[config.mk]
export PLATFORM = sky130hd
export DESIGN_NAME = polygon_fill_pixel_test_core
export DESIGN_NICKNAME = d
export VERILOG_FILES = /design/src/hw/rtl/pfpt_pkg.sv /design/src/hw/rtl/polygon_fill_pixel_test_core.sv /design/src/hw/rtl/pfpt_datapath.sv /design/src/hw/rtl/pfpt_ctrl.sv
export SDC_FILE = /design/constraint.sdc
export NUM_CORES = 1
export LEC_CHECK = 0
export BUFFER_PORTS_ARGS = -buffer_cell sky130_fd_sc_hd__buf_2
export CORE_MARGIN = 1.5
export CORE_UTILIZATION = 45
export DETAILED_ROUTE_END_ITERATION = 10
export GPL_TIMING_DRIVEN = 0
export SLEW_MARGIN = 20
export SYNTH_ARGS = -nofsm -noshare
export SYNTH_HDL_FRONTEND = slang
export SYNTH_SLANG_ARGS = --single-unit
[constraint.sdc]
create_clock -name i_clk -period 10.59 [get_ports i_clk]
set_input_delay 1.5885 -clock i_clk [delete_from_list [all_inputs] [get_ports i_clk]]
set_output_delay 1.5885 -clock i_clk [all_outputs]
set_load 0.03 [all_outputs]
[src/hw/rtl/pfpt_pkg.sv]
`default_nettype none
package pfpt_pkg;
    localparam int MAX_VERTICES_DEF  = 16;
    localparam int SCREEN_WIDTH_DEF  = 1024;
    localparam int SCREEN_HEIGHT_DEF = 1024;
    localparam int LAYERS_DEF        = 4;
    localparam int MIN_POLY_VERTICES = 3;

    localparam logic [1:0] CMD_CLEAR  = 2'd0;
    localparam logic [1:0] CMD_APPEND = 2'd1;
    localparam logic [1:0] CMD_TEST   = 2'd2;

    localparam logic [1:0] ST_OK    = 2'd0;
    localparam logic [1:0] ST_FEW   = 2'd1;
    localparam logic [1:0] ST_FULL  = 2'd2;

    localparam logic REG_FILL_COLOR   = 1'b0;
    localparam logic REG_TARGET_LAYER = 1'b1;

    // controller to datapath
    typedef struct packed {
        logic load;      // latch the item, reset edge walk
        logic append;    // write vertex at count
        logic clear;     // zero the count
        logic rd_first;  // read last vertex as j
        logic rd_next;   // read vertex i
        logic edge_go;   // evaluate edge, start divider if needed
        logic div_step;  // one divider step
        logic div_done;  // finish crossing compare
        logic adv;       // advance edge index
        logic finish;    // build result
    } t_ctl;

    // datapath to controller
    typedef struct packed {
        logic [1:0] cmd;
        logic       empty;
        logic       last_edge;
        logic       need_div;
        logic       div_last;
    } t_sts;
endpackage
`default_nettype wire

[src/hw/rtl/polygon_fill_pixel_test_core.sv]
`default_nettype none
// Even-odd polygon fill test. Each item (clear, append vertex, test pixel) is
// taken when start is high and busy low, and yields one result held for a
// single cycle with o_done; the receiver cannot stall, so it must take it then.
// o_done comes in the first cycle after busy falls. Clear, append and a test of
// an empty table only pass through decode and finish. A test reads the last
// vertex, then walks every edge, and each edge that crosses the pixel row runs
// a 25-step serial divider shared by all edges before its crossing compare.
module polygon_fill_pixel_test_core
    import pfpt_pkg::*;
#(
    parameter int MAX_VERTICES  = MAX_VERTICES_DEF,
    parameter int SCREEN_WIDTH  = SCREEN_WIDTH_DEF,
    parameter int SCREEN_HEIGHT = SCREEN_HEIGHT_DEF,
    parameter int LAYERS        = LAYERS_DEF
) (
    input  wire logic               i_clk,
    input  wire logic               i_rst_n,
    input  wire logic               start,
    output logic                    busy,
    input  wire logic [1:0]         i_cmd,
    input  wire logic signed [11:0] i_coord_x,
    input  wire logic signed [11:0] i_coord_y,
    output logic                    o_done,
    output logic [1:0]              o_status,
    output logic                    o_inside_res,
    output logic                    o_write_enable,
    output logic [23:0]             o_write_color,
    output logic [1:0]              o_write_layer,
    input  wire logic               i_cfg_valid,
    output logic                    o_cfg_ready,
    input  wire logic [0:0]         i_cfg_index,
    input  wire logic [23:0]        i_cfg_data
);
    t_ctl w_ctl;
    t_sts w_sts;
    logic [23:0] r_fill_color;
    logic [1:0]  r_target_layer;

    // configuration registers
    assign o_cfg_ready = 1'b1;
    always_ff @(posedge i_clk) begin
        if (!i_rst_n) begin
            r_fill_color <= '0;
            r_target_layer <= '0;
        end else if (i_cfg_valid) begin
            case (i_cfg_index)
                REG_FILL_COLOR:   r_fill_color <= i_cfg_data;
                REG_TARGET_LAYER: r_target_layer <= i_cfg_data[1:0];
                default: ;
            endcase
        end
    end

    pfpt_ctrl u_ctrl (
        .i_clk(i_clk), .i_rst_n(i_rst_n), .i_start(start), .o_busy(busy),
        .o_done(o_done), .o_ctl(w_ctl), .i_sts(w_sts)
    );

    pfpt_datapath #(
        .MAX_VERTICES(MAX_VERTICES), .SCREEN_WIDTH(SCREEN_WIDTH),
        .SCREEN_HEIGHT(SCREEN_HEIGHT), .LAYERS(LAYERS)
    ) u_dp (
        .i_clk(i_clk), .i_rst_n(i_rst_n), .i_ctl(w_ctl), .o_sts(w_sts),
        .i_cmd(i_cmd), .i_coord_x(i_coord_x), .i_coord_y(i_coord_y),
        .i_fill_color(r_fill_color), .i_target_layer(r_target_layer),
        .o_status(o_status), .o_inside_res(o_inside_res),
        .o_write_enable(o_write_enable), .o_write_color(o_write_color),
        .o_write_layer(o_write_layer)
    );
endmodule
`default_nettype wire

[src/hw/rtl/pfpt_datapath.sv]
`default_nettype none
module pfpt_datapath
    import pfpt_pkg::*;
#(
    parameter int MAX_VERTICES  = MAX_VERTICES_DEF,
    parameter int SCREEN_WIDTH  = SCREEN_WIDTH_DEF,
    parameter int SCREEN_HEIGHT = SCREEN_HEIGHT_DEF,
    parameter int LAYERS        = LAYERS_DEF
) (
    input  wire logic               i_clk,
    input  wire logic               i_rst_n,
    input  wire t_ctl               i_ctl,
    output t_sts                    o_sts,
    input  wire logic [1:0]         i_cmd,
    input  wire logic signed [11:0] i_coord_x,
    input  wire logic signed [11:0] i_coord_y,
    input  wire logic [23:0]        i_fill_color,
    input  wire logic [1:0]         i_target_layer,
    output logic [1:0]              o_status,
    output logic                    o_inside_res,
    output logic                    o_write_enable,
    output logic [23:0]             o_write_color,
    output logic [1:0]              o_write_layer
);
    localparam int AW = (MAX_VERTICES > 1) ? $clog2(MAX_VERTICES) : 1;
    localparam int CW = $clog2(MAX_VERTICES + 1);
    // quotient magnitude bits: |num| < 2^25, denominator >= 1
    localparam int QW = 25;

    logic [23:0] r_mem [MAX_VERTICES];
    logic [23:0] r_rd;
    logic [CW-1:0] r_count, n_count;
    logic [1:0] r_cmd;
    logic signed [11:0] r_px, r_py;
    logic [AW-1:0] r_idx;
    logic signed [11:0] r_xj, r_yj, r_xi;
    logic r_in;
    logic r_jfix;
    // divider state
    logic [QW-1:0] r_num, r_quo;
    logic [12:0] r_den;
    logic [QW:0] r_rem;
    logic r_neg;
    logic [4:0] r_dcnt;
    logic [1:0] r_status;
    logic r_ins, r_we;

    // vertex memory with registered read
    always_ff @(posedge i_clk) begin
        if (i_ctl.append && r_count < CW'(MAX_VERTICES))
            r_mem[r_count[AW-1:0]] <= {r_py, r_px};
        if (i_ctl.rd_first)
            r_rd <= r_mem[AW'(r_count - CW'(1))];
        else if (i_ctl.rd_next)
            r_rd <= r_mem[r_idx];
    end

    // vertex count
    always_comb begin
        n_count = r_count;
        if (i_ctl.clear)
            n_count = '0;
        else if (i_ctl.append && r_count < CW'(MAX_VERTICES))
            n_count = r_count + CW'(1);
    end
    always_ff @(posedge i_clk) begin
        if (!i_rst_n)
            r_count <= '0;
        else
            r_count <= n_count;
    end

    // edge evaluation terms
    logic signed [11:0] w_xi, w_yi;
    logic w_cross;
    logic signed [12:0] w_dx, w_dy, w_ny;
    logic signed [25:0] w_prod;
    assign w_xi = r_rd[11:0];
    assign w_yi = r_rd[23:12];
    assign w_cross = (w_yi > r_py) != (r_yj > r_py);
    assign w_dx = 13'(r_xj) - 13'(w_xi);
    assign w_dy = 13'(r_yj) - 13'(w_yi);
    assign w_ny = 13'(r_py) - 13'(w_yi);
    assign w_prod = 26'(w_dx) * 26'(w_ny);

    logic [QW:0] w_trial;
    assign w_trial = {r_rem[QW-1:0], r_num[QW-1]} - {13'd0, r_den};

    logic signed [QW+1:0] w_q, w_crs;
    assign w_q = r_neg ? -$signed({2'b00, r_quo}) : $signed({2'b00, r_quo});
    assign w_crs = w_q + (QW+2)'(r_xi);

    always_ff @(posedge i_clk) begin
        r_jfix <= i_ctl.rd_first;
        if (i_ctl.load) begin
            r_cmd <= i_cmd;
            r_px  <= i_coord_x;
            r_py  <= i_coord_y;
            r_idx <= '0;
            r_in  <= 1'b0;
        end
        // j must hold the last vertex for the first edge
        if (r_jfix) begin
            r_xj <= r_rd[11:0];
            r_yj <= r_rd[23:12];
        end
        if (i_ctl.edge_go) begin
            r_xi  <= w_xi;
            r_num <= QW'(w_prod[25] ? -w_prod : w_prod);
            r_den <= w_dy[12] ? 13'(-w_dy) : 13'(w_dy);
            r_neg <= w_prod[25] ^ w_dy[12];
            r_rem <= '0;
            r_quo <= '0;
            r_dcnt <= '0;
        end
        // restoring division, one quotient bit per step
        if (i_ctl.div_step) begin
            r_num <= {r_num[QW-2:0], 1'b0};
            r_dcnt <= r_dcnt + 5'd1;
            if (!w_trial[QW]) begin
                r_rem <= w_trial;
                r_quo <= {r_quo[QW-2:0], 1'b1};
            end else begin
                r_rem <= {r_rem[QW-1:0], r_num[QW-1]};
                r_quo <= {r_quo[QW-2:0], 1'b0};
            end
        end
        if (i_ctl.div_done && ((QW+2)'(r_px) < w_crs))
            r_in <= ~r_in;
        if (i_ctl.adv) begin
            r_xj  <= w_xi;
            r_yj  <= w_yi;
            r_idx <= r_idx + AW'(1);
        end
    end

    assign o_sts.cmd       = r_cmd;
    assign o_sts.empty     = (r_count == '0);
    assign o_sts.last_edge = (CW'(r_idx) + CW'(1) >= r_count);
    assign o_sts.need_div  = w_cross;
    assign o_sts.div_last  = (r_dcnt == 5'(QW - 1));

    // result register
    logic w_valid, w_on;
    assign w_valid = r_count >= CW'(MIN_POLY_VERTICES);
    assign w_on = (r_px >= 0) && (32'(r_px) < SCREEN_WIDTH) &&
                  (r_py >= 0) && (32'(r_py) < SCREEN_HEIGHT);
    always_ff @(posedge i_clk) begin
        if (i_ctl.finish) begin
            r_status <= ST_OK;
            r_ins <= 1'b0;
            r_we  <= 1'b0;
            case (r_cmd)
                CMD_APPEND: begin
                    if (r_count >= CW'(MAX_VERTICES))
                        r_status <= ST_FULL;
                end
                CMD_TEST: begin
                    r_ins <= r_in;
                    if (!w_valid) r_status <= ST_FEW;
                    r_we <= r_in && w_valid && w_on && (32'(i_target_layer) < LAYERS);
                end
                default: ;
            endcase
        end
    end
    assign o_status      = r_status;
    assign o_inside_res  = r_ins;
    assign o_write_enable = r_we;
    assign o_write_color = i_fill_color;
    assign o_write_layer = i_target_layer;
endmodule
`default_nettype wire

[src/hw/rtl/pfpt_ctrl.sv]
`default_nettype none
module pfpt_ctrl
    import pfpt_pkg::*;
(
    input  wire logic i_clk,
    input  wire logic i_rst_n,
    input  wire logic i_start,
    output logic      o_busy,
    output logic      o_done,
    output t_ctl      o_ctl,
    input  wire t_sts i_sts
);
    localparam logic [2:0] S_IDLE  = 3'd0;
    localparam logic [2:0] S_DEC   = 3'd1;
    localparam logic [2:0] S_JRD   = 3'd2;
    localparam logic [2:0] S_IRD   = 3'd3;
    localparam logic [2:0] S_EDGE  = 3'd4;
    localparam logic [2:0] S_DIV   = 3'd5;
    localparam logic [2:0] S_CMP   = 3'd6;
    localparam logic [2:0] S_FIN   = 3'd7;

    logic [2:0] r_state, n_state;
    logic r_done;

    always_comb begin
        n_state = r_state;
        o_ctl = '0;
        case (r_state)
            S_IDLE: begin
                if (i_start) begin
                    o_ctl.load = 1'b1;
                    n_state = S_DEC;
                end
            end
            S_DEC: begin
                case (i_sts.cmd)
                    CMD_CLEAR:  begin o_ctl.clear = 1'b1; n_state = S_FIN; end
                    CMD_APPEND: n_state = S_FIN;
                    CMD_TEST: begin
                        if (i_sts.empty) begin
                            n_state = S_FIN;
                        end else begin
                            o_ctl.rd_first = 1'b1;
                            n_state = S_JRD;
                        end
                    end
                    default: n_state = S_FIN;
                endcase
            end
            S_JRD: n_state = S_IRD;
            S_IRD: begin
                o_ctl.rd_next = 1'b1;
                n_state = S_EDGE;
            end
            S_EDGE: begin
                o_ctl.edge_go = 1'b1;
                if (i_sts.need_div) begin
                    n_state = S_DIV;
                end else begin
                    o_ctl.adv = 1'b1;
                    n_state = i_sts.last_edge ? S_FIN : S_IRD;
                end
            end
            S_DIV: begin
                o_ctl.div_step = 1'b1;
                if (i_sts.div_last) n_state = S_CMP;
            end
            S_CMP: begin
                o_ctl.div_done = 1'b1;
                o_ctl.adv = 1'b1;
                n_state = i_sts.last_edge ? S_FIN : S_IRD;
            end
            S_FIN: begin
                o_ctl.finish = 1'b1;
                o_ctl.append = (i_sts.cmd == CMD_APPEND);
                n_state = S_IDLE;
            end
            default: n_state = S_IDLE;
        endcase
    end

    always_ff @(posedge i_clk) begin
        if (!i_rst_n) begin
            r_state <= S_IDLE;
            r_done <= 1'b0;
        end else begin
            r_state <= n_state;
            r_done <= o_ctl.finish;
        end
    end
    assign o_busy = (r_state != S_IDLE);
    assign o_done = r_done;

`ifndef SYNTHESIS
    a_done_after_fin: assert property (@(posedge i_clk) disable iff (!i_rst_n)
        o_ctl.finish |=> o_done) else $error("done missing");
    a_fin_to_idle: assert property (@(posedge i_clk) disable iff (!i_rst_n)
        (r_state == S_FIN) |=> (r_state == S_IDLE)) else $error("fin stuck");
    a_start_busy: assert property (@(posedge i_clk) disable iff (!i_rst_n)
        (i_start && !o_busy) |=> o_busy) else $error("start lost");
`endif
endmodule
`default_nettype wire

# --- Word level (Yosys, flattened, before mapping) ---
# Memory sizes are Yosys's and may differ from the RTL's. A register that Yosys moved wholly into a read port is not among the register bits.
# Index checks and enable logic that the tools add are counted.
word_totals:
  regBits: 225
  ramBits: 384
  inputBits: 55
  output_inout_bits: 33
  wordCells: 139
  n_memories: 1
op_classes:
  addsub: 13
  mul: 1
  n_lt_le_gt_ge: 11
  eq_ne: 13
  muxes: 50
  n_bitwise: 4
  reduce_logical: 20
memory_table:
  columns: ["name", "depth", "width", "rd", "rd_clocked_by_memory_dff", "wr", "line", "text"]
  rows:
  - ["u_dp.r_mem", 16, 24, 2, 1, 1, "pfpt_datapath.sv:30", "logic [23:0] r_mem [MAX_VERTICES];"]
ops:
  columns: ["op", "n"]
  rows:
  - ["two-way mux 25 bit", 8]
  - ["two-way mux 12 bit", 5]
  - ["two-way mux 24 bit", 2]
  - ["subtractor 12 x 12 -> 13 bit", 3]
  - ["adder 27 x 12 -> 27 bit", 1]
  - ["less-than comparator 12 x 27 -> 1 bit", 1]
  - ["two-way mux 27 bit", 1]
  - ["negation 25 -> 27 bit", 1]
  - ["multiplier 13 x 13 -> 26 bit", 1]
  - ["subtractor 26 x 13 -> 26 bit", 1]
  - ["negation 25 bit", 1]
  - [">= comparator 12 x 1 -> 1 bit (second input constant)", 2]
  - ["> comparator 12 bit", 2]
  - ["less-than comparator 12 bit (second input constant)", 2]
  - ["case mux 3 bit (8 select lines)", 1]
  - ["two-way mux 1 bit", 18]
  - ["two-way mux 3 bit", 6]
  - ["negation 13 bit", 1]
  - ["== test 3 bit (second input constant)", 4]
  - ["two-way mux 4 bit", 3]
  - ["adder 5 x 1 -> 5 bit (second input constant)", 2]
  - ["two-way mux 5 bit", 2]
  - ["nonzero test 2 bit", 5]
  - ["logical AND 1 bit", 7]
  - ["26 further kinds", 32]

# --- Depth between registers and ports, before layout ---
depth:
  ltp_word: 6
  ltp_mapped: 37
  depth_no_buf: 36

# --- Hierarchy ---
# From an unflattened synthesis, not the netlist that was laid out.
hier_totals:
  cells_unflattened: 2937
  hier_area_um2: 38793.5
by_module_without_submodules:
  columns: ["module", "instances", "cells_each", "area_each_um2", "seq_area_each_um2"]
  rows:
  - ["pfpt_datapath", 1, 2784, 37420.9, 17396.7]
  - ["polygon_fill_pixel_test_core", 1, 115, 1078.5, 520.5]
  - ["pfpt_ctrl", 1, 38, 294.0, 80.1]

# --- Worst setup path before layout ---
# Ideal clock, no wire load.
synth_timing:
  path_kind: "reg2reg"
  from: "register u_dp.r_xj[0]"
  to: "register u_dp.r_num[1] (data pin)"
  setup_time_ns: 0.266
  t_arrival_ns: 8.650
  t_required_ns: 10.324
  setup_slack_ns: 1.674
  path_stages_with_launch: 35
  path_buffers: 3
  synth_period_minus_slack_ns: 8.916
  cell_sequence: "edfxtp_1 > inv_1 > ha_1 > inv_1 > fa_1 > a21o_1 > a21oi_1 > o21bai_1 > a21oi_1 > o21bai_1 > a21oi_1 > o21bai_1 > a41o_1 > buf_1 > nor2_1 > fa_1 > inv_1 > fa_1 > inv_1 > fa_1 > fa_1 > fa_1 > ha_1 > ha_1 > clkbuf_1 > a21o_1 > a211o_1 > a2111oi_1 > o31ai_1 > xnor2_1 > clkbuf_1 > mux2i_1 > nor2_1 > a21oi_1 > nor2_1"
synth_between:
  elab_chain_cells: 6
synth_lines:
  columns: ["element", "line", "text"]
  rows:
  - ["start, declared", "pfpt_datapath.sv:36", "logic signed [11:0] r_xj, r_yj, r_xi;"]
  - ["start signal, assigned", "pfpt_datapath.sv:104", "r_xj <= r_rd[11:0];"]
  - ["start signal, assigned", "pfpt_datapath.sv:131", "r_xj <= w_xi;"]
  - ["subtractor 12 x 12 -> 13 bit *", "pfpt_datapath.sv:81", "assign w_dx = 13'(r_xj) - 13'(w_xi);"]
  - ["multiplier 13 x 13 -> 26 bit *", "pfpt_datapath.sv:84", "assign w_prod = 26'(w_dx) * 26'(w_ny);"]
  - ["negation 25 bit", "pfpt_datapath.sv:109", "r_num <= QW'(w_prod[25] ? -w_prod : w_prod);"]
  - ["two-way mux 25 bit *", "pfpt_datapath.sv:109", null]
  - ["two-way mux 25 bit *", "pfpt_datapath.sv:107", "if (i_ctl.edge_go) begin"]
  - ["two-way mux 25 bit *", "pfpt_datapath.sv:117", "if (i_ctl.div_step) begin"]
  - ["end signal, assigned", "pfpt_datapath.sv:109", null]
  - ["end signal, assigned", "pfpt_datapath.sv:118", "r_num <= {r_num[QW-2:0], 1'b0};"]
  - ["end, declared", "pfpt_datapath.sv:40", "logic [QW-1:0] r_num, r_quo;"]
# Every way passes the cells marked *; elsewhere a longest branch is shown, timed or not. The select of a mux whose other input is x is not followed.
# A chain may end at the register's enable or synchronous reset.

# --- Worst setup path in the final report ---
layout_timing:
  from: "register u_dp.r_rd[0]"
  to: "register u_dp.r_num[20] (data pin)"
layout_between:
  elab_chain_cells: 6
layout_lines:
  columns: ["element", "line", "text"]
  rows:
  - ["start, declared", "pfpt_datapath.sv:31", "logic [23:0] r_rd;"]
  - ["start signal, assigned", "pfpt_datapath.sv:53", "r_rd <= r_mem[AW'(r_count - CW'(1))];"]
  - ["start signal, assigned", "pfpt_datapath.sv:55", "r_rd <= r_mem[r_idx];"]
  - ["subtractor 12 x 12 -> 13 bit *", "pfpt_datapath.sv:81", null]
  - ["multiplier 13 x 13 -> 26 bit *", "pfpt_datapath.sv:84", null]
  - ["negation 25 bit", "pfpt_datapath.sv:109", null]
  - ["two-way mux 25 bit *", "pfpt_datapath.sv:109", null]
  - ["two-way mux 25 bit *", "pfpt_datapath.sv:107", null]
  - ["two-way mux 25 bit *", "pfpt_datapath.sv:117", null]
# Marks and branches as above.

==> impl_metrics.ini <==
[clocking]
cts_buffer_depth = 3
cts-buffers-inserted = 71
cts_root_buf = clkbuf_16
cts.sinks = 613
clock_insertion_delay_worst_skew_ps = 660
cts_max_level = 3
cts_tree = done
clkSlewWorstSetupHoldPaths_ps = 60

[logic_synthesis]
synth_area_leaders = edfxtp_1 45%, mux4_2 14%, fa_1 8.8%
yosys.area_share.simple = 0.0832
synth_compound_gate_area_share = 0.0615
synth_top_family_by_area = multiplexers
synth_adder_area_share = 0.153
synthMuxAreaShare = 0.154
ys_seq_area_frac = 0.472
ys.flop_type = edfxtp_1
synth_xor_xnor_area_share = 0.0377
ys_types = 72
synth_cells = 2827
async_flop_share = 0
synth.net_count = 3248
syn-cell-area_um2 = 38100
synthTopCellsByCount = 572 x edfxtp_1, 271 x inv_1, 240 x mux4_2, 203 x nand2_1, 199 x ha_1
yosysMostFrequentCell = edfxtp_1
synth_top_area_share = 0.451
synth_largest_area_cell = edfxtp_1
synth_edf_count = 572
syn_area_per_cell_um2 = 13.5
ys_warn_count = 0
ys_ff_latch = 613

[detailed_routing]
viasPerCell = 5.81
drt_iter0_markers = 1980
drc = 0
finalWirelength_um = 99200
first_pass_iters = 5
dr_total_vias = 24537
routedWlPerCell_um = 23.5
antenna_left = 0

[layout]
area_growth_syn_to_layout_pct = 13.8
final_cells = 4223
drive_above_1_share = 0.190
num-nets-final = 3452

[timing]
setup_viol = 0
fin_crit_sh = 0.932
tightest_slew_ps = 1130
relSlewSlack = 0.245
hold_violations = 0
fmax_ghz = 0.101
drv_slew = 0
period_needed_ps = 9870
skew_ps = 61.1
rsz0062_at_grt = false

[global_routing]
grt_pass1_wl_um = 152000
grt_antenna_before_repair = 1
grt_max_degree = 46
gr-total-overflow = 0
grt_pass1_vias = 25027
grt_usage = 0.234

[critical_path]
critical_path_buf_inv_count = 6
arrival_ps = 10330
crit_type = register to register
critPathTopFamily = adder cells
crit_path_end_kind = register
cpPeakStageDelay_ps = 730
critical_path.max_fanout = 10
startpoint_type = register
crit_slowest_cell = fa_2
critPathRequiredTime_ps = 11050

[die]
die_w_um = 294
die_area_um2 = 86400
die_h_um = 294
num_rows = 106
num_io_pins = 88
core_um2 = 83700
start_util = 0.455

[placement]
port_buffers = 86
gp_congestion = 0.883
dpl.hpwl_um = 73400
dp_cells = 4080

[worst_hold_path]
hold_path.class = register to register

[job]
cap_violations = 0

[status]
outcome = finished clean
[final timing paths]
check | from | to | slack (ps) | depth (start not counted)
setup / recovery | u_dp.r_rd[0] | u_dp.r_num[20] | 720 | 33
hold / removal | u_dp.r_rd[16] | u_dp.r_yj[4] | 450 | 0
setup reg to reg | u_dp.r_rd[0] | u_dp.r_num[20] | 720 | 33
hold reg to reg | u_dp.r_rd[16] | u_dp.r_yj[4] | 450 | 0
[area by class of cell]
cell class	count	area, µm²
multi-input combinational	1830	18800
fill	6943	40300
timing repair buffer	131	1080
inverter	271	1020
clock buffer	86	1880
antenna	1	2.50
tap	1134	1420
clock inverter	44	649
sequential	613	18000
buffer	113	473
[flip-flops by register name, summed over array words and instances, names as in the netlist, 13 cells and up, named ones only]
register and flops:
r_fill_color 24, u_dp.r_den 13, u_dp.r_mem 384, u_dp.r_num 25, u_dp.r_quo 25, u_dp.r_rd 24
u_dp.r_rem 25
[timing repair]
action	4_1_cts	5_1_grt
buffers inserted	3	6
hold endpoints to repair	0	0
hold buffers	0	0
endpoints found under the setup margin	25	22
gates resized for setup	5	10
[cells by family (layout without fill, tap and decap cells)]
group | Yosys count | count (layout)
adders and majority gates | 366 | 366
xor gates and xnor gates | 163 | 163
buffers and inverters | 384 | 645
AOI/OAI and AO/OA | 352 | 352
other | 1 | 2
muxes | 283 | 283
and+or+nand+nor | 665 | 665
DFF | 613 | 613
[cells in the final DEF (no fill, tap or decap), drive strengths merged, types with 37 or more instances in the layout]
| cell | instances |
|---|---|
| a21o | 44 |
| a21oi | 80 |
| and3 | 37 |
| buf | 150 |
| clkbuf | 180 |
| dfxtp | 41 |
| edfxtp | 572 |
| fa | 167 |
| ha | 199 |
| inv | 273 |
| mux4 | 240 |
| nand2 | 203 |
| nand2b | 40 |
| nor2 | 183 |
| nor2b | 37 |
| nor3 | 42 |
| o21ai | 71 |
| xnor2 | 108 |
| xor2 | 55 |
[per-stage QoR]
step	cell area, µm²	setup WS (ps)	hold slack (ps)	setup TNS (ps)	util
final	43400	722	447	0	0.518
after global routing	43400	26.4	455	0	0.518
after CTS	43200	231	448	0	0.516
after detailed placement	40600	-625	437	-10700	0.486
after global placement	40000	-388	433	-5550	0.477
after floorplan	38100	1670	425	0	-
[routing by layer]
layer | GRT usage | wire [µm]
met5 | 0 | 0
met4 | 0.0854 | 3640
met3 | 0.0356 | 6050
met2 | 0.390 | 48500
met1 | 0.310 | 41100
Power is not shown: default switching activity piles up to over one toggle a cycle in this logic, so the estimate is an artifact.
